## src/rtl/psa_mul.sv

```systemverilog
// ----------------------------------------------------------------------------
// psa_mul: shared multiplier
// Registered unsigned product; used for slot split and slot number build.
// ----------------------------------------------------------------------------
module psa_mul #(
	parameter int A_W = 16,
	parameter int B_W = 13
) (
	input  logic               clk,
	input  logic [A_W-1:0]     a,
	input  logic [B_W-1:0]     b,
	output logic [A_W+B_W-1:0] prod_q
);

	// one product per cycle, registered result
	always_ff @(posedge clk) begin
		prod_q <= (A_W+B_W)'(a) * (A_W+B_W)'(b);
	end

endmodule

```

## config.mk

```make
export PLATFORM = sky130hd
export DESIGN_NAME = psa_mul
export DESIGN_NICKNAME = d
export VERILOG_FILES = /design/src/rtl/psa_mul.sv
export SDC_FILE = /design/constraint.sdc
export NUM_CORES = 1
export LEC_CHECK = 0
export ABC_CLOCK_PERIOD_IN_PS = 13600
export BUFFER_PORTS_ARGS = -buffer_cell sky130_fd_sc_hd__buf_2
export CORE_MARGIN = 10
export CORE_UTILIZATION = 30
export CTS_CLUSTER_DIAMETER = 50
export DETAILED_ROUTE_END_ITERATION = 10
export GPL_ROUTABILITY_DRIVEN = 0
export PLACE_DENSITY = 0.58
export SYNTH_ARGS = -nofsm -noshare
export SYNTH_HDL_FRONTEND = slang
export SYNTH_SLANG_ARGS = --single-unit
```

## constraint.sdc

```tcl
create_clock -name clk -period 13.6 [get_ports clk]
set_input_delay 1.36 -clock clk [delete_from_list [all_inputs] [get_ports clk]]
set_output_delay 1.36 -clock clk [all_outputs]
set_load 0.005 [all_outputs]
```

# Word-level counts from Yosys, hierarchy flattened
# Index checks and enable logic that the tools add are counted.
[op_classes]
mul = 1
[ops]
columns = ["operator", "n"]
rows = [
  ["16-bit by 13-bit multiplier with 29-bit output", 1],
]
[word_totals]
reg_bits = 29
in_bits = 30
out_inout_bits = 29

# Logic depth before layout (Yosys ltp)
# Gate-level depths: netlist of run 1.
[logic_depth]
depth_word = 1
mapped_depth = 20
mapped_depth_nobuf = 18

# Worst setup path after synthesis of run 1
# OpenSTA, ideal clock, no wires.
[synth_timing]
path_type = "in2reg"
start = "input port a[7]"
end = "register prod_q[28]"
setup_ps = 72
arrival_time_ps = 5752
slack_ps = 7776
stages = 19
n_path_buf = 2
cell_sequence = "clkbuf_1 > and2_1 > fa_1 > inv_1 > fa_1 > inv_1 > fa_1 > inv_1 > fa_1 > fa_1 > inv_1 > ha_1 > buf_6 > a211o_1 > a31o_1 > nand3_1 > nand3b_1 > a221oi_2 > xnor2_1"
[synth_via]
elab_chain_cells = 1
[synth_rtl]
columns = ["element", "line_no", "text"]
rows = [
  ["start, declared", "10", "input logic [A_W-1:0] a,"],
  ["16-bit by 13-bit multiplier with 29-bit output", "17", "prod_q <= (A_W+B_W)'(a) * (A_W+B_W)'(b);"],
  ["end signal, assigned", "17", ""],
  ["end, declared", "12", "output logic [A_W+B_W-1:0] prod_q"],
]
# Every way passes these cells.

# Worst setup path in the final report of run 1
[layout_timing]
start = "input port b[7]"
end = "register prod_q[26]"
[layout_via]
elab_chain_cells = 1
[layout_rtl]
columns = ["element", "line_no", "text"]
rows = [
  ["start, declared", "11", "input logic [B_W-1:0] b,"],
  ["16-bit by 13-bit multiplier with 29-bit output", "17", ""],
]
# Every way passes these cells.

==> summary.txt, run 1 <==
CTS
  – CTS Root Cell: clkbuf_16
  – Clock sinks: 29
  – Clock-pin slew on the worst setup and hold paths: 0.05 ns
  – Max Root-Sink Buffers: 2
  – CTS Buf Count: 5
  – Hold buffers post-CTS: 0
  – CTS tree: done
  – Post-CTS setup buffer count: 0
  – Post_cts resized: 0
  – CTS H-Tree Depth: 2

Place
  – Placed cell area: ~0.0081 mm2
  – Post-DP HPWL: 14600 um
  – Number of port buffers: 58

Timing
  – Post-Route Setup TNS: 0 ns
  – Slew @ Worst Pin: 0.616 ns
  – Final slew viol count: 0
  – Fin. Hold Viols: 0
  – Unrepaired setup endpoints after global routing: no
  – Hold_ws: 1.49 ns
  – Fmax: 162 MHz
  – Max transition margin: about three fifths
  – Setup violations, final: 0
  – Final min period: 6.15 ns
  – Final period util: between 40% and 50%

GRT
  – M3 GR Usage: ~1.9%
  – Largest net degree at the start of global routing: 17
  – Vias in the first global route: approximately 6300
  – Met2 global-route usage: 21.4%
  – Global route hottest layer: met2
  – GR Overflow Total: 0
  – GRT Resource Usage Total: 11.8%
  – First-pass GRT wire length: around 30000 um
  – Initial antenna violation count: 0
  – Met1 Use GR: between 10% and 20%

Power and ir drop
  – Final Total Pwr: about 2.1 mW
  – Combinational power share: around 87%
  – Sequential share of power: between 7 and 8%
  – Clock network fraction of total power: 5.2%
  – P_leak: around 4.3 nW
  – Switching part of the total: a little over half
  – NetSw: 1.12 mW
  – Max IR drop VDD: 188 uV
  – Cell internal pwr: 0.945 mW
  – Power per cell area: roughly 250 mW/mm2

Finish
  – Post-route core utilization: around a third
  – Antenna diodes: 0
  – Layout cells sized above 1: under 10%
  – # nets final: 1156
  – Largest regs: prod_q x29
  – Top reg by flops: prod_q
  – Commonest non-fill, non-tap cell in the layout: inv_1
  – Area growth, synth to finish: 8.85%
  – Commonest non-fill, non-tap cells in the layout: inv_1, fa_1, nand2_1, and2_1, ha_1
  – Fillers: ~2700
  – Max reg flops: 29
  – Post-Layout Inst Area: 0.00822 mm2

Synth
  – Synth Instances: approximately 870
  – Post-synthesis sequential area ratio: around 7.7%
  – Post-Syn Nets: about 1100
  – Post-synth EDFFs: 0
  – Mean Syn Cell Area: just under 9 um2
  – Post-Synthesis Cell Area: roughly 0.0075 mm2
  – Synthesis-stage register bit count: 29
  – Yosys warns: 0
  – Top FF cell, synth: dfxtp_1
  – Async S/R FF share, synth: 0%
  – Post-synth cell types: between 40 and 50

Worst setup path
  – CP startpoint kind: input pin
  – Critical path's slowest cell: fa_1
  – Crit path arrival time: ~6.3 ns
  – Cell family with most CP delay: adder cells
  – Bufs and invs on worst path: 5
  – Worst endpoint required time: approximately 14 ns
  – Cells along the critical path: buf_2 > and2_1 > fa_1 > inv_1 > fa_1 > inv_1 > fa_1 > fa_1 > inv_1 > fa_1 > inv_1 > ha_1 > nand2_1 > o21ai_0 > a32oi_1 > o21ai_1 > a31oi_1 > xnor2_1
  – Largest stage delay, worst path: between 0.5 and 0.6 ns
  – Most used cell, CP: fa_1
  – Worst setup EP type: flip-flop
  – Critical path class: in2reg
  – Critical path peak fanout: 16

Die
  – Starting Density: 30.8%
  – DIE WIDTH: between 150 and 200 um
  – Overall die height: approximately 180 um
  – Rows: between 50 and 60
  – Die area: 0.0319 mm2
  – I/O pin total: just under 60
  – Core area: 0.0245 mm2

Route
  – Total routed wirelength: approximately 17000 um
  – DR iter-0 viols: between 200 and 300
  – DRC: 0
  – 1st-pass router iterations: 5
  – Per-cell routed wire length: about 14 um
  – Avg Vias per Cell: between 4 and 5
  – Via count: around 5700
  – Antenna Nets Post-Route: 0

Hold path
  – HP Class: in2reg

Run
  – Max-Cap Viols: 0

Status
  – Status: completed
-- stage by stage --
stage	cells	setup slack, ns
floorplan	873	7.78
global placement	1215	7.32
CTS	1223	7.59
global route	1223	7.23
detailed placement	1215	7.31
finish	1223	7.45
-- power by group through the flow --
stage	logic [mW]	registers, mW	clock network, mW
4_1_cts	1.82	0.165	0.112
2_1_floorplan	1.40	0.169	0
6_report	1.80	0.163	0.108
5_1_grt	2.07	0.168	0.116
3_3_place_gp	1.79	0.167	0
3_5_place_dp	1.81	0.166	0
-- synthesized netlist by cell type, types with 2 or more instances --
cell type | number | area share [%]
nor3_1 | 5 | 0.33
o211ai_1 | 2 | 0.20
o21a_1 | 3 | 0.30
o211ai_2 | 2 | 0.33
o21bai_1 | 3 | 0.30
xnor2_1 | 16 | 1.9
inv_1 | 209 | 10
nand4_1 | 4 | 0.33
o21ai_0 | 9 | 0.60
nand2_1 | 131 | 6.5
a211oi_1 | 2 | 0.20
nor2_1 | 12 | 0.60
dfxtp_1 | 29 | 7.7
buf_2 | 7 | 0.46
a21oi_1 | 25 | 1.7
o21ai_1 | 4 | 0.27
and3_1 | 2 | 0.17
nor2b_1 | 3 | 0.25
ha_1 | 74 | 12
a21oi_2 | 2 | 0.23
clkbuf_1 | 32 | 1.6
and4_1 | 3 | 0.35
a21o_1 | 6 | 0.60
and2_1 | 98 | 8.1
nand3_1 | 12 | 0.80
xor2_1 | 5 | 0.58
fa_1 | 154 | 41
-- layer usage --
layer	vias up	part of all wire, %
met5	-	0
li1	2638	-
met2	157	50
met1	2922	43
met3	13	5.6
met4	0	1.3
-- cell families (layout without fill, tap and decap cells) --
logic type	Yosys count	after routing	synth area share, %
flip-flops	29	29	7.69
buffers and inverters	249	275	12.6
AND/OR/NAND/NOR	276	276	18.0
AO/OA/AOI/OAI	69	69	6.00
adder cells (fa/ha/maj)	228	228	53.1
XOR/XNOR	21	21	2.44
multiplexers	1	1	0.133
-- layout make-up --
class / count / area [um2] / share of cell area, %
tap: 324 / 405 / 4.93
timing repair buffer: 58 / 290 / 3.53
multi-input combinational: 595 / 6020 / 73.2
clock inverter: 2 / 10.0 / 0.122
inverter: 209 / 785 / 9.55
sequential: 29 / 581 / 7.06
clock buffer: 6 / 129 / 1.57
-- path summary, 6_finish.rpt --
kind	from	to	slack (ns)	cells past startpoint
worst max-delay path	b[7]	prod_q[26]	7.45	18
worst min-delay path	a[0]	prod_q[0]	1.49	2
(Power assumes the default switching activity.)
==> run 2, diff against run 1 <==
--- a/config.mk
+++ b/config.mk
@@ -5,7 +5,7 @@
 export SDC_FILE = /design/constraint.sdc
 export NUM_CORES = 1
 export LEC_CHECK = 0
-export ABC_CLOCK_PERIOD_IN_PS = 13600
+export ABC_CLOCK_PERIOD_IN_PS = 6100
 export BUFFER_PORTS_ARGS = -buffer_cell sky130_fd_sc_hd__buf_2
 export CORE_MARGIN = 10
 export CORE_UTILIZATION = 30
==> constraint.sdc (replaced) <==
create_clock -name clk -period 6.1 [get_ports clk]
set_input_delay 0.61 -clock clk [delete_from_list [all_inputs] [get_ports clk]]
set_output_delay 0.61 -clock clk [all_outputs]
set_load 0.005 [all_outputs]
==> run 2 against run 1 <==
  * Final cell count is the same
  * Setup slack got worse by 6.7 ns
  * Combinational power is 120% higher
  * Via count decreased by 0.66%
  * Clock power is 120% higher
  * Power up 120%
  * Final area unchanged
  * Clock-buffer cell count stayed put
  * Core utilization is the same
  * Wire length up 0.92%
  * Global-route usage up 0.10 points
  * Worst hold slack got worse by 0.75 ns
  * Largest cell class unchanged
==> summary.txt, run 2 (synthesized netlist as in run 1, its figures left out) <==
Route
  – 1st-pass router iterations: 5 (unchanged)
  – Via count: 5692 (-0.66%)
  – DRC: 0 (unchanged)
  – Per-cell routed wire length: 14.4 um (+0.92%)
  – Total routed wirelength: 17600 um (+0.92%)
  – Antenna Nets Post-Route: 0 (unchanged)
  – Avg Vias per Cell: 4.65 (-0.66%)
  – DR iter-0 viols: 302 (+14%)

Die
  – Die area: 0.0319 mm2 (unchanged)
  – DIE WIDTH: 179 um (unchanged)
  – Starting Density: 30.8% (unchanged)
  – Overall die height: 179 um (unchanged)
  – I/O pin total: 59 (unchanged)
  – Rows: 57 (unchanged)
  – Core area: 0.0245 mm2 (unchanged)

Power and ir drop
  – Final Total Pwr: 4.60 mW (+120%)
  – Power per cell area: 560 mW/mm2 (+120%)
  – Max IR drop VDD: 396 uV (+110%)
  – P_leak: 4.25 nW (unchanged)

Worst setup path
  – Critical path's slowest cell: fa_1
  – Worst setup EP type: flip-flop
  – Bufs and invs on worst path: 4 (-1)
  – CP startpoint kind: input pin
  – Largest stage delay, worst path: 0.60 ns (+0.07 ns)
  – Critical path class: in2reg
  – Crit path arrival time: 5.48 ns (-0.84 ns)
  – Worst endpoint required time: 6.26 ns (-7.51 ns)
  – Cell family with most CP delay: adder cells
  – Most used cell, CP: fa_1
  – Critical path peak fanout: 16 (unchanged)
  – Cells along the critical path: buf_2 > nand2_1 > fa_1 > fa_1 > fa_1 > inv_1 > fa_1 > inv_1 > fa_1 > inv_1 > ha_1 > a21oi_1 > o21ai_0 > a32oi_1 > o21ai_1 > a31oi_1 > xnor2_1

Hold path
  – Worst hold start: a[0]
  – Hold EP: prod_q[0]
  – HP Class: in2reg
  – Worst hold path cell count: 2 (unchanged)

Finish
  – Top reg by flops: prod_q
  – Largest regs: prod_q x29
  – Max reg flops: 29 (unchanged)
  – Commonest non-fill, non-tap cells in the layout: inv_1, fa_1, nand2_1, and2_1, ha_1
  – Commonest non-fill, non-tap cell in the layout: inv_1
  – Antenna diodes: 0 (unchanged)
  – # nets final: 1156 (unchanged)
  – Layout cells sized above 1: 7.79% (unchanged)
  – Area growth, synth to finish: 8.85% (unchanged)
  – Post-route core utilization: 33.5% (unchanged)
  – Post-Layout Inst Area: 0.00822 mm2 (unchanged)

Timing
  – Final slew viol count: 0 (unchanged)
  – Unrepaired setup endpoints after global routing: no
  – Fin. Hold Viols: 0 (unchanged)
  – Hold_ws: 0.743 ns (-0.747 ns)
  – Slew @ Worst Pin: 0.548 ns (-0.0681 ns)
  – Final min period: 5.32 ns
  – Max transition margin: 63.1% (+4.6 points)
  – Setup violations, final: 0 (unchanged)
  – Fmax: about 190 MHz
  – Final period util: between 80% and 90%
  – Post-Route Setup TNS: 0 ns (unchanged)

CTS
  – Clock-pin slew on the worst setup and hold paths: 0.05 ns (about the same)
  – Clock sinks: 29 (unchanged)
  – CTS H-Tree Depth: 2 (unchanged)
  – Post_cts resized: 0 (unchanged)
  – Hold buffers post-CTS: 0 (unchanged)
  – CTS Buf Count: 5 (unchanged)
  – Max Root-Sink Buffers: 2 (unchanged)
  – Post-CTS setup buffer count: 0 (unchanged)
  – CTS tree: done
  – CTS Root Cell: clkbuf_16

GRT
  – First-pass GRT wire length: 30500 um (+0.57%)
  – Initial antenna violation count: 0 (unchanged)
  – Vias in the first global route: 6217 (-1.1%)
  – Largest net degree at the start of global routing: 17 (unchanged)
  – GR Overflow Total: 0 (unchanged)
  – GRT Resource Usage Total: 11.9% (+0.10 points)

Run
  – Max-Cap Viols: 0 (unchanged)

Place
  – Placed cell area: 0.00808 mm2 (unchanged)
  – Post-DP HPWL: 14700 um (+0.65%)
  – Number of port buffers: 58 (unchanged)

Status
  – Status: completed
==> run 2: layout make-up <==
| type | instances | area [um2] |
|---|---|---|
| Fill cell | 2654 | 16300 |
| Clock inverter | 2 | 10.0 |
| Sequential cell | 29 | 581 |
| Inverter | 209 | 785 |
| Timing Repair Buffer | 58 | 290 |
| Clock buffer | 6 | 129 |
| Multi-Input combinational cell | 595 | 6020 |
| Tap cell | 324 | 405 |
==> run 2: routing by layer <==
layer  GRT usage [%]  share of wire [%]  vias to the layer above
li1                -                  -                     2636
met1            14.6                 42                     2880
met2            21.4                 50                      153
met3            2.05                6.0                       23
met4            2.14                1.5                        0
met5               0                  0                        -
==> run 2: power breakdown <==
group / leakage (nW) / internal (mW) / switching (mW)
registers: 0.244 / 0.339 / 0.0239
clock network: 0.0706 / 0.149 / 0.0875
logic: 3.94 / 1.62 / 2.38
total: 4.25 / 2.11 / 2.50
==> run 2: worst max-delay path by stage <==
stage	to	slack, ns	cells after the start	startpoint
2_1_floorplan	prod_q[28]	1.03	19	a[7]
3_5_place_dp	prod_q[26]	0.56	17	b[4]
4_1_cts	prod_q[26]	0.84	17	b[4]
3_3_place_gp	prod_q[26]	0.57	18	b[1]
6_report	prod_q[26]	0.78	17	b[4]
5_1_grt	prod_q[26]	0.51	17	b[4]
==> run 2: metrics by stage <==
step | std cells | setup slack (ns)
CTS | 1223 | 0.838
finish | 1223 | 0.785
global placement | 1215 | 0.570
floorplan | 873 | 1.03
global route | 1223 | 0.512
detailed placement | 1215 | 0.559
