===== config.mk =====
export PLATFORM = sky130hd
export DESIGN_NAME = psa_seq
export DESIGN_NICKNAME = d
export VERILOG_FILES = /design/src/rtl/psa_pkg.sv /design/src/rtl/psa_seq.sv
export SDC_FILE = /design/constraint.sdc
export NUM_CORES = 1
export LEC_CHECK = 0
export BUFFER_PORTS_ARGS = -buffer_cell sky130_fd_sc_hd__buf_2
export CAP_MARGIN = 25
export CORE_ASPECT_RATIO = 1.4
export CORE_UTILIZATION = 45
export DETAILED_ROUTE_END_ITERATION = 7
export PLACE_DENSITY = 0.66
export SETUP_SLACK_MARGIN = 0.15
export SYNTH_ARGS = -nofsm -noshare
export SYNTH_HDL_FRONTEND = slang
export SYNTH_SLANG_ARGS = --single-unit

===== constraint.sdc =====
create_clock -name clk -period 8.43 [get_ports clk]
set_input_delay 1.2645 -clock clk [delete_from_list [all_inputs] [get_ports clk]]
set_output_delay 1.2645 -clock clk [all_outputs]
set_load 0.01 [all_outputs]

===== src/rtl/psa_pkg.sv =====
// ----------------------------------------------------------------------------
// psa_pkg: shared types and constants for the page slot allocator
// Request and response words, request codes and sequencer states.
// ----------------------------------------------------------------------------
package psa_pkg;

	// address geometry
	localparam int VA_W        = 24;
	localparam int PA_W        = 48;
	localparam int PAGE_SHIFT  = 12;
	localparam int SLOT_IDX_W  = VA_W - PAGE_SHIFT;
	// reciprocal operand: up to 2^SLOT_IDX_W
	localparam int RECIP_W     = SLOT_IDX_W + 1;

	// request codes
	typedef enum logic [1:0] {
		MODE_ALLOC = 2'd0,
		MODE_FREE  = 2'd1,
		MODE_CHECK = 2'd2
	} mode_t;

	// request word
	typedef struct packed {
		logic [1:0]      mode;
		logic [VA_W-1:0] virtual_address;
	} req_t;

	// response word
	typedef struct packed {
		logic            ok;
		logic [VA_W-1:0] page_address;
		logic [PA_W-1:0] physical_address;
	} resp_t;

	// sequencer states
	typedef enum logic [3:0] {
		ST_CLEAR,
		ST_IDLE,
		ST_SCAN_RD,
		ST_SCAN_CHK,
		ST_PAGE,
		ST_SLOT_MUL,
		ST_ALLOC_WR,
		ST_DIV_MUL,
		ST_DIV_Q,
		ST_DIV_FIX,
		ST_FC_RD,
		ST_FC,
		ST_DONE
	} state_t;

endpackage


===== src/rtl/psa_seq.sv =====
// ----------------------------------------------------------------------------
// psa_seq: allocator sequencer
// Clears the row store, scans descriptors and pages, splits slot numbers
// through the shared multiplier and builds the response word.
// ----------------------------------------------------------------------------
module psa_seq
	import psa_pkg::*;
#(
	parameter int TOTAL_DESC = 256,
	parameter int PAGES      = 16,
	parameter int DW         = 8,
	parameter int PW         = 4,
	parameter int CW         = 5,
	parameter int SW         = 12,
	parameter int A_W        = 12,
	parameter int B_W        = 13
) (
	input  logic                 clk,
	input  logic                 arst_n,
	input  logic [PA_W-1:0]      region_base,
	input  logic                 req_valid,
	output logic                 req_stall,
	input  req_t                 req,
	output logic                 resp_valid,
	input  logic                 resp_stall,
	output resp_t                resp,
	// row store
	output logic                 rd_en,
	output logic [DW-1:0]        rd_addr,
	input  logic [CW+PAGES-1:0]  rd_data,
	output logic                 wr_en,
	output logic [DW-1:0]        wr_addr,
	output logic [CW+PAGES-1:0]  wr_data,
	// shared multiplier
	output logic [A_W-1:0]       mul_a,
	output logic [B_W-1:0]       mul_b,
	input  logic [A_W+B_W-1:0]   prod
);

	localparam int RW = CW + PAGES;
	// floor(2^SLOT_IDX_W / PAGES): quotient estimate is low by at most one
	localparam int RECIP = (1 << SLOT_IDX_W) / PAGES;
	localparam logic [24:0] TOTAL_SLOTS = 25'(TOTAL_DESC * PAGES);

	state_t                state_q, state_d;
	logic [1:0]            mode_q, mode_d;
	logic [SLOT_IDX_W-1:0] slot_q, slot_d;
	logic [DW-1:0]         desc_q, desc_d;
	logic [PW-1:0]         page_q, page_d;
	logic [RW-1:0]         row_q, row_d;
	resp_t                 res_q, res_d;
	resp_t                 resp_q;
	logic                  resp_valid_q;
	logic                  load_resp;

	logic [SLOT_IDX_W-1:0] req_slot;
	logic [SLOT_IDX_W-1:0] quot0;
	logic [SLOT_IDX_W-1:0] rem0;
	logic [RW-1:0]         bit_mask;
	logic [CW-1:0]         rd_count;
	logic [CW-1:0]         row_count;
	logic [SW-1:0]         slot_num;
	logic [PAGE_SHIFT+SW-1:0] slot_addr;

	assign req_slot  = req.virtual_address[VA_W-1:PAGE_SHIFT];
	assign quot0     = prod[SLOT_IDX_W +: SLOT_IDX_W];
	assign rem0      = slot_q - prod[SLOT_IDX_W-1:0];
	assign bit_mask  = RW'(1) << page_q;
	assign rd_count  = rd_data[RW-1:PAGES];
	assign row_count = row_q[RW-1:PAGES];
	assign slot_num  = prod[SW-1:0] + SW'(page_q);
	assign slot_addr = {slot_num, {PAGE_SHIFT{1'b0}}};

	assign req_stall  = (state_q != ST_IDLE);
	assign resp_valid = resp_valid_q;
	assign resp       = resp_q;

	// next state and datapath control
	always_comb begin
		state_d   = state_q;
		mode_d    = mode_q;
		slot_d    = slot_q;
		desc_d    = desc_q;
		page_d    = page_q;
		row_d     = row_q;
		res_d     = res_q;
		load_resp = 1'b0;
		rd_en     = 1'b0;
		rd_addr   = desc_q;
		wr_en     = 1'b0;
		wr_addr   = desc_q;
		wr_data   = '0;
		mul_a     = '0;
		mul_b     = '0;
		case (state_q)
			// zero every row after reset
			ST_CLEAR: begin
				wr_en = 1'b1;
				if (desc_q == DW'(TOTAL_DESC - 1)) begin
					desc_d  = '0;
					state_d = ST_IDLE;
				end else begin
					desc_d = desc_q + DW'(1);
				end
			end
			ST_IDLE: begin
				if (req_valid) begin
					mode_d = req.mode;
					slot_d = req_slot;
					res_d  = '0;
					case (req.mode)
						MODE_ALLOC: begin
							desc_d  = '0;
							state_d = ST_SCAN_RD;
						end
						MODE_FREE, MODE_CHECK: begin
							if (25'(req_slot) < TOTAL_SLOTS) begin
								state_d = ST_DIV_MUL;
							end else begin
								state_d = ST_DONE;
							end
						end
						default: begin
							state_d = ST_DONE;
						end
					endcase
				end
			end
			// first descriptor that is not full
			ST_SCAN_RD: begin
				rd_en   = 1'b1;
				state_d = ST_SCAN_CHK;
			end
			ST_SCAN_CHK: begin
				if (rd_count < CW'(PAGES)) begin
					row_d   = rd_data;
					page_d  = '0;
					state_d = ST_PAGE;
				end else if (desc_q == DW'(TOTAL_DESC - 1)) begin
					state_d = ST_DONE;
				end else begin
					desc_d  = desc_q + DW'(1);
					state_d = ST_SCAN_RD;
				end
			end
			// first free page, one bit a cycle
			ST_PAGE: begin
				if (!row_q[page_q]) begin
					state_d = ST_SLOT_MUL;
				end else if (page_q == PW'(PAGES - 1)) begin
					state_d = ST_DONE;
				end else begin
					page_d = page_q + PW'(1);
				end
			end
			ST_SLOT_MUL: begin
				mul_a   = A_W'(desc_q);
				mul_b   = B_W'(PAGES);
				state_d = ST_ALLOC_WR;
			end
			// mark the page used and form both addresses
			ST_ALLOC_WR: begin
				wr_en   = 1'b1;
				wr_data = {row_count + CW'(1), row_q[PAGES-1:0] | bit_mask[PAGES-1:0]};
				res_d.ok               = 1'b1;
				res_d.page_address     = VA_W'(slot_addr);
				res_d.physical_address = region_base + PA_W'(slot_addr);
				state_d = ST_DONE;
			end
			// slot split: estimate quotient by reciprocal
			ST_DIV_MUL: begin
				mul_a   = A_W'(slot_q);
				mul_b   = B_W'(RECIP);
				state_d = ST_DIV_Q;
			end
			ST_DIV_Q: begin
				desc_d  = DW'(quot0);
				mul_a   = A_W'(quot0);
				mul_b   = B_W'(PAGES);
				state_d = ST_DIV_FIX;
			end
			// one correction step on the remainder
			ST_DIV_FIX: begin
				if (rem0 >= SLOT_IDX_W'(PAGES)) begin
					desc_d = desc_q + DW'(1);
					page_d = PW'(rem0 - SLOT_IDX_W'(PAGES));
				end else begin
					page_d = PW'(rem0);
				end
				state_d = ST_FC_RD;
			end
			ST_FC_RD: begin
				rd_en   = 1'b1;
				state_d = ST_FC;
			end
			// free or check on the addressed page
			ST_FC: begin
				res_d.ok = rd_data[page_q];
				if (mode_q == MODE_FREE && rd_data[page_q]) begin
					wr_en   = 1'b1;
					wr_data = rd_data & ~bit_mask;
					if (rd_count != '0) begin
						wr_data[RW-1:PAGES] = rd_count - CW'(1);
					end
				end
				state_d = ST_DONE;
			end
			// hand over once the output register is free
			ST_DONE: begin
				if (!resp_valid_q || !resp_stall) begin
					load_resp = 1'b1;
					state_d   = ST_IDLE;
				end
			end
			default: begin
				state_d = ST_CLEAR;
			end
		endcase
	end

	// control registers
	always_ff @(posedge clk or negedge arst_n) begin
		if (!arst_n) begin
			state_q      <= ST_CLEAR;
			desc_q       <= '0;
			resp_valid_q <= 1'b0;
		end else begin
			state_q <= state_d;
			desc_q  <= desc_d;
			if (load_resp) begin
				resp_valid_q <= 1'b1;
			end else if (!resp_stall) begin
				resp_valid_q <= 1'b0;
			end
		end
	end

	// payload registers
	always_ff @(posedge clk) begin
		mode_q <= mode_d;
		slot_q <= slot_d;
		page_q <= page_d;
		row_q  <= row_d;
		res_q  <= res_d;
		if (load_resp) begin
			resp_q <= res_q;
		end
	end

endmodule


# Word level (Yosys, flattened, before mapping)
# Index checks and enable logic that the tools add are counted.
dict set report totals {
  elab_cells 121
  reg_bits 198
  inputBits 124
  output_inout_bits 139
}
dict set report classes {
  magnitude_cmp 3
  n_reduce_logical 23
  n_mux 40
  addsub 8
  n_bitwise 3
  eq_ne 30
  shift 1
}
# operator count
set ops {}
lappend ops {{72-bit case mux with 2 select lines} 1}
lappend ops {{73-bit two-way mux} 1}
lappend ops {{48-bit by 24-bit adder with 48-bit output} 1}
lappend ops {{8-bit two-way mux} 6}
lappend ops {{4-bit case mux with 12 select lines} 1}
lappend ops {{4-bit two-way mux} 11}
lappend ops {{21-bit case mux with 2 select lines} 1}
lappend ops {{8-bit case mux with 5 select lines} 1}
lappend ops {{12-bit case mux with 3 select lines} 1}
lappend ops {{4-bit == test (second input constant)} 6}
lappend ops {{21-bit bitwise AND} 1}
lappend ops {{21-bit two-way mux} 1}
lappend ops {{21-bit inverter} 1}
lappend ops {{1-bit by 4-bit left shift with 21-bit output (first input constant)} 1}
lappend ops {{2-bit inequality test (second input constant)} 9}
lappend ops {{9-bit case mux with 2 select lines} 1}
lappend ops {{4-bit by 3-bit == test with 1-bit output (second input constant)} 4}
lappend ops {{16-bit OR} 1}
lappend ops {{12-bit by 4-bit adder with 12-bit output} 1}
lappend ops {{12-bit by 5-bit >= comparator with 1-bit output (second input constant)} 1}
lappend ops {{4-bit case mux with 3 select lines} 1}
lappend ops {{12-bit subtractor} 1}
lappend ops {{5-bit nonzero test} 2}
lappend ops {{2-bit OR reduction} 5}
lappend ops {{other kinds (31)} 48}

# Logic depth before layout (Yosys ltp)
dict set report depth {
  ltp_word 6
  depth_mapped 15
  ltp_nobuf 14
}

# Worst setup path before layout
# No wires, ideal clock.
dict set report synth_path {
  path_kind {input to register}
  from {input req_valid}
  to {register res_q[0] in the netlist's numbering (enable)}
  setup_time_ps 561
  arrival_ps 5534
  setup_slack_ps 2335
  required_ps 7869
  path_buffers 0
  path_stages 2
  path_cell_list {inv_1 o21ai_0}
}
dict set report synth_via {
  elab_chain_cells 2
}
# item line_no
set synth_rtl {}
lappend synth_rtl {{from (decl)} psa_seq.sv:21} ;# input logic req_valid,
lappend synth_rtl {{2-bit inequality test (no line)} --}
lappend synth_rtl {{2-bit AND reduction (no line)} --}
lappend synth_rtl {{to (signal assigned)} psa_seq.sv:244} ;# res_q <= res_d;
lappend synth_rtl {{to (decl)} psa_seq.sv:51} ;# resp_t res_q, res_d;
# No other way between the ends.
# A chain may end at the register's enable or synchronous reset.

# Final worst setup path
dict set report layout_path {
  from {register page_q[3]}
  to {output wr_data[18]}
}
dict set report layout_via {
  elab_chain_cells 6
  elab_cells_between_ends 9
  classes_between {shift (1); mux (5); bitwise (2); reduce/logical (1)}
}
# item line_no
set layout_rtl {}
lappend layout_rtl {{from (decl)} psa_seq.sv:49} ;# logic [PW-1:0] page_q, page_d;
lappend layout_rtl {{from (signal assigned)} psa_seq.sv:242} ;# page_q <= page_d;
lappend layout_rtl {{parallel branches: the longest is 4 deep, another holds 1-bit binary-select mux with 4-bit select} --}
lappend layout_rtl {{21-bit two-way mux *} psa_seq.sv:199} ;# if (mode_q == MODE_FREE && rd_data[page_q]) begin
lappend layout_rtl {{21-bit case mux with 2 select lines *} psa_seq.sv:95} ;# case (state_q)
lappend layout_rtl {{to (decl)} psa_seq.sv:33} ;# output logic [CW+PAGES-1:0] wr_data,
# Mark *: on every way between the ends. The select of a mux whose other input is x is not followed.

==> load_flow_metrics.sql <==
INSERT INTO impl_metrics (metric_group, metric, value, unit) VALUES
('die', 'ios', '263', ''),
('power', 'irDropWorstVdd', '0.182', 'mV'),
('sta', 'finalMaxSlewViolations', '0', ''),
('route', 'route.top_layer_used', 'met4', ''),
('power', 'total_leakage_power', '4.61', 'nW'),
('sta', 'tightest_slew', '999', 'ps'),
('job', 'maxCapViolCount', '0', ''),
('clock_tree', 'worst_skew_pair.late_latency', '440', 'ps'),
('synth', 'synth_enable_flop_cells', '161', ''),
('die', 'fp.dieH', '173', 'um'),
('route', 'totalWireLength', '22.2', 'mm'),
('synth', 'synth.area.top_cells', 'sky130_fd_sc_hd__edfxtp_1 (51%), sky130_fd_sc_hd__ha_1 (5.1%), sky130_fd_sc_hd__dfrtp_1 (3.5%), sky130_fd_sc_hd__nand2_1 (3.1%), sky130_fd_sc_hd__xnor2_1 (2.7%)', ''),
('min_path', 'hold_class', 'reg2reg', ''),
('setup_path', 'reg2reg_from', 'page_q[0]', ''),
('setup_path', 'critPathCaptureType', 'output pin', ''),
('setup_path', 'critPathLaunchType', 'register', ''),
('sta', 'fin_ws', '3460', 'ps'),
('sta', 'grt_setup_unrepaired', 'false', ''),
('sta', 'final_min_period', '4970', 'ps'),
('place', 'preCtsSetupSlack', '3050', 'ps'),
('clock_tree', 'clock_tree.htree_level_count', '4', ''),
('clock_tree', 'clock-root-buffer', 'sky130_fd_sc_hd__clkbuf_16', ''),
('sta', 'sum_of_negative_setup_slack', '0', 'ps'),
('grt', 'globalRouteOverflowTotal', '0', ''),
('min_path', 'min-delay-start', 'res_q[36]', ''),
('layout', 'final_cell_mix', 'sky130_fd_sc_hd__buf_2 (226), sky130_fd_sc_hd__edfxtp_1 (161), sky130_fd_sc_hd__nand2_1 (78)', ''),
('synth', 'synth_area', '9390', 'um^2'),
('synth', 'synth-async-reset-ratio', '0.0747', ''),
('route', 'met3_length', '1.32', 'mm'),
('route', 'antenna_violating_nets_post_route', '0', ''),
('sta', 'setup_viol', '0', ''),
('synth', 'post-synth-top-area-fraction', '0.515', ''),
('die', 'floorplan.die.width', '124', 'um'),
('layout', 'leading_cell_type_in_the_layout_fill_and_taps_excluded', 'sky130_fd_sc_hd__buf_2', ''),
('grt', 'grt_antenna_before_repair', '0', ''),
('power', 'power.density', '267', 'nW/um^2'),
('run_status', 'outcome', 'finished clean', ''),
('clock_tree', 'clkSlewWorstSetupHoldPaths', '60', 'ps'),
('place', 'place.detailed.hpwl', '16.4', 'mm'),
('setup_path', 'critical_path.max_fanout', '22', ''),
('synth', 'synth_ff_type', 'sky130_fd_sc_hd__edfxtp_1', ''),
('die', 'start_util', '0.459', ''),
('layout', 'antennaDiodeCount', '0', ''),
('sta', 'achievable-frequency', '201', 'MHz'),
('grt', 'grt_start_max_net_pins', '62', ''),
('die', 'floorplan.rows', '62', ''),
('route', 'dr_total_vias', '7068', ''),
('synth', 'yosys_warnings', '0', ''),
('route', 'detail_route.drc_violations', '0', ''),
('setup_path', 'path_buf_inv', '2', ''),
('route', 'm1WireLength', '8.42', 'mm'),
('synth', 'synthCells', '818', ''),
('setup_path', 'cp_cell_sequence', 'clkinv_1 > mux4_2 > nand4b_1 > o32ai_1 > buf_2', ''),
('grt', 'grt.total_usage', '0.213', ''),
('clock_tree', 'cts-resized-gates', '0', ''),
('grt', 'first_global_vias', '7105', ''),
('sta', 'worst_slew_margin_rel', '0.331', ''),
('route', 'drt_pass_1_iters', '5', ''),
('grt', 'wire_length_of_the_first_global_routing_pass', '34.8', 'mm'),
('setup_path', 'endpoint_arrival_time_on_the_critical_path', '3700', 'ps'),
('route', 'dr.first_iter.drc_count', '347', ''),
('clock_tree', 'tritoncts_clock_tree', 'done', ''),
('die', 'die_area', '21500', 'um^2'),
('synth', 'synth.distinct_cells', '73', ''),
('place', 'globalplace.congestion', '0.863', ''),
('clock_tree', 'cts-hold-fix-buffers', '0', ''),
('sta', 'skew', '12.2', 'ps'),
('power', 'finalPower', '3.00', 'mW'),
('clock_tree', 'post-cts-setup-buffers', '0', ''),
('synth', 'post_syn_area_per_cell', '11.5', 'um^2'),
('route', 'met2_wirelength', '11.7', 'mm');
routing by layer:
layer	vias up	track usage
met3	47	0.0416
li1	3384	-
met5	-	0
met1	3353	0.238
met2	284	0.378
met4	0	0.105
per-stage QoR:
step / std cells / hold WS, ps / area (um^2)
6_report: 1302 / 419 / 11200
2_1_floorplan: 840 / 400 / 9470
3_3_place_gp: 1270 / 401 / 10700
5_1_grt: 1302 / 424 / 11200
3_5_place_dp: 1270 / 405 / 10700
4_1_cts: 1302 / 420 / 11200
worst reg2reg max path: cells and delay by family, from the launching register on:
kind	cells	cell delay, ps
DFF	1	680
AOI/OAI and AO/OA	3	1040
xor gates and xnor gates	2	310
adders and majority gates	3	1140
and+or+nand+nor	6	1240
flip-flops by register name (all words and copies together) (netlist names):
name	count
res_q	61
resp	61
row_q	21
slot_q	12
rd_addr	8
page_q	4
state_q	4
mode_q	2
resp_valid	1
synth_stat cells, drive strengths merged (24+ instances only):
| cell type | number |
|---|---|
| ha | 38 |
| buf | 44 |
| a21oi | 36 |
| xor2 | 28 |
| nand2 | 79 |
| and2 | 30 |
| xnor2 | 29 |
| edfxtp | 161 |
| nor2 | 66 |
| o22ai | 24 |
| o21ai | 24 |
| nand3 | 28 |
| inv | 39 |
final timing paths:
path | slack (ps) | cells after the start | to
min reg2reg | 420 | 0 | resp[36]
min in group asynchronous | 720 | 1 | resp_valid
max reg2reg | 3730 | 14 | res_q[40]
min | 420 | 0 | resp[36]
max | 3460 | 5 | wr_data[18]
max in group asynchronous | 7470 | 1 | rd_addr[3]
kinds of logic (layout without fill, tap and decap cells):
group | after synthesis | in the layout | share of synthesized area
xor gates and xnor gates | 57 | 57 | 0.0532
AOI/OAI and AO/OA | 154 | 154 | 0.112
adders and majority gates | 41 | 41 | 0.0570
muxes | 14 | 14 | 0.0300
buffers and inverters | 100 | 306 | 0.0541
other | 1 | 23 | 0.000399
DFF | 174 | 174 | 0.549
and+or+nand+nor | 277 | 277 | 0.144
report_power, final:
part	total [mW]	switching (mW)	leakage, nW	internal [mW]
combinational	0.975	0.576	2.69	0.399
clock	0.753	0.343	0.274	0.410
sequential	1.27	0.133	1.64	1.14
total	3.00	1.05	4.61	1.94
layout make-up:
type,instances,area [um^2],area share
clock inverter,15,141,0.0126
clock buffer,17,425,0.0379
multi-input combinational,566,3840,0.342
tap,256,320,0.0285
inverter,40,150,0.0134
sequential,174,5160,0.460
timing repair buffer,234,1190,0.106
Power figures use the tool's default switching activity.
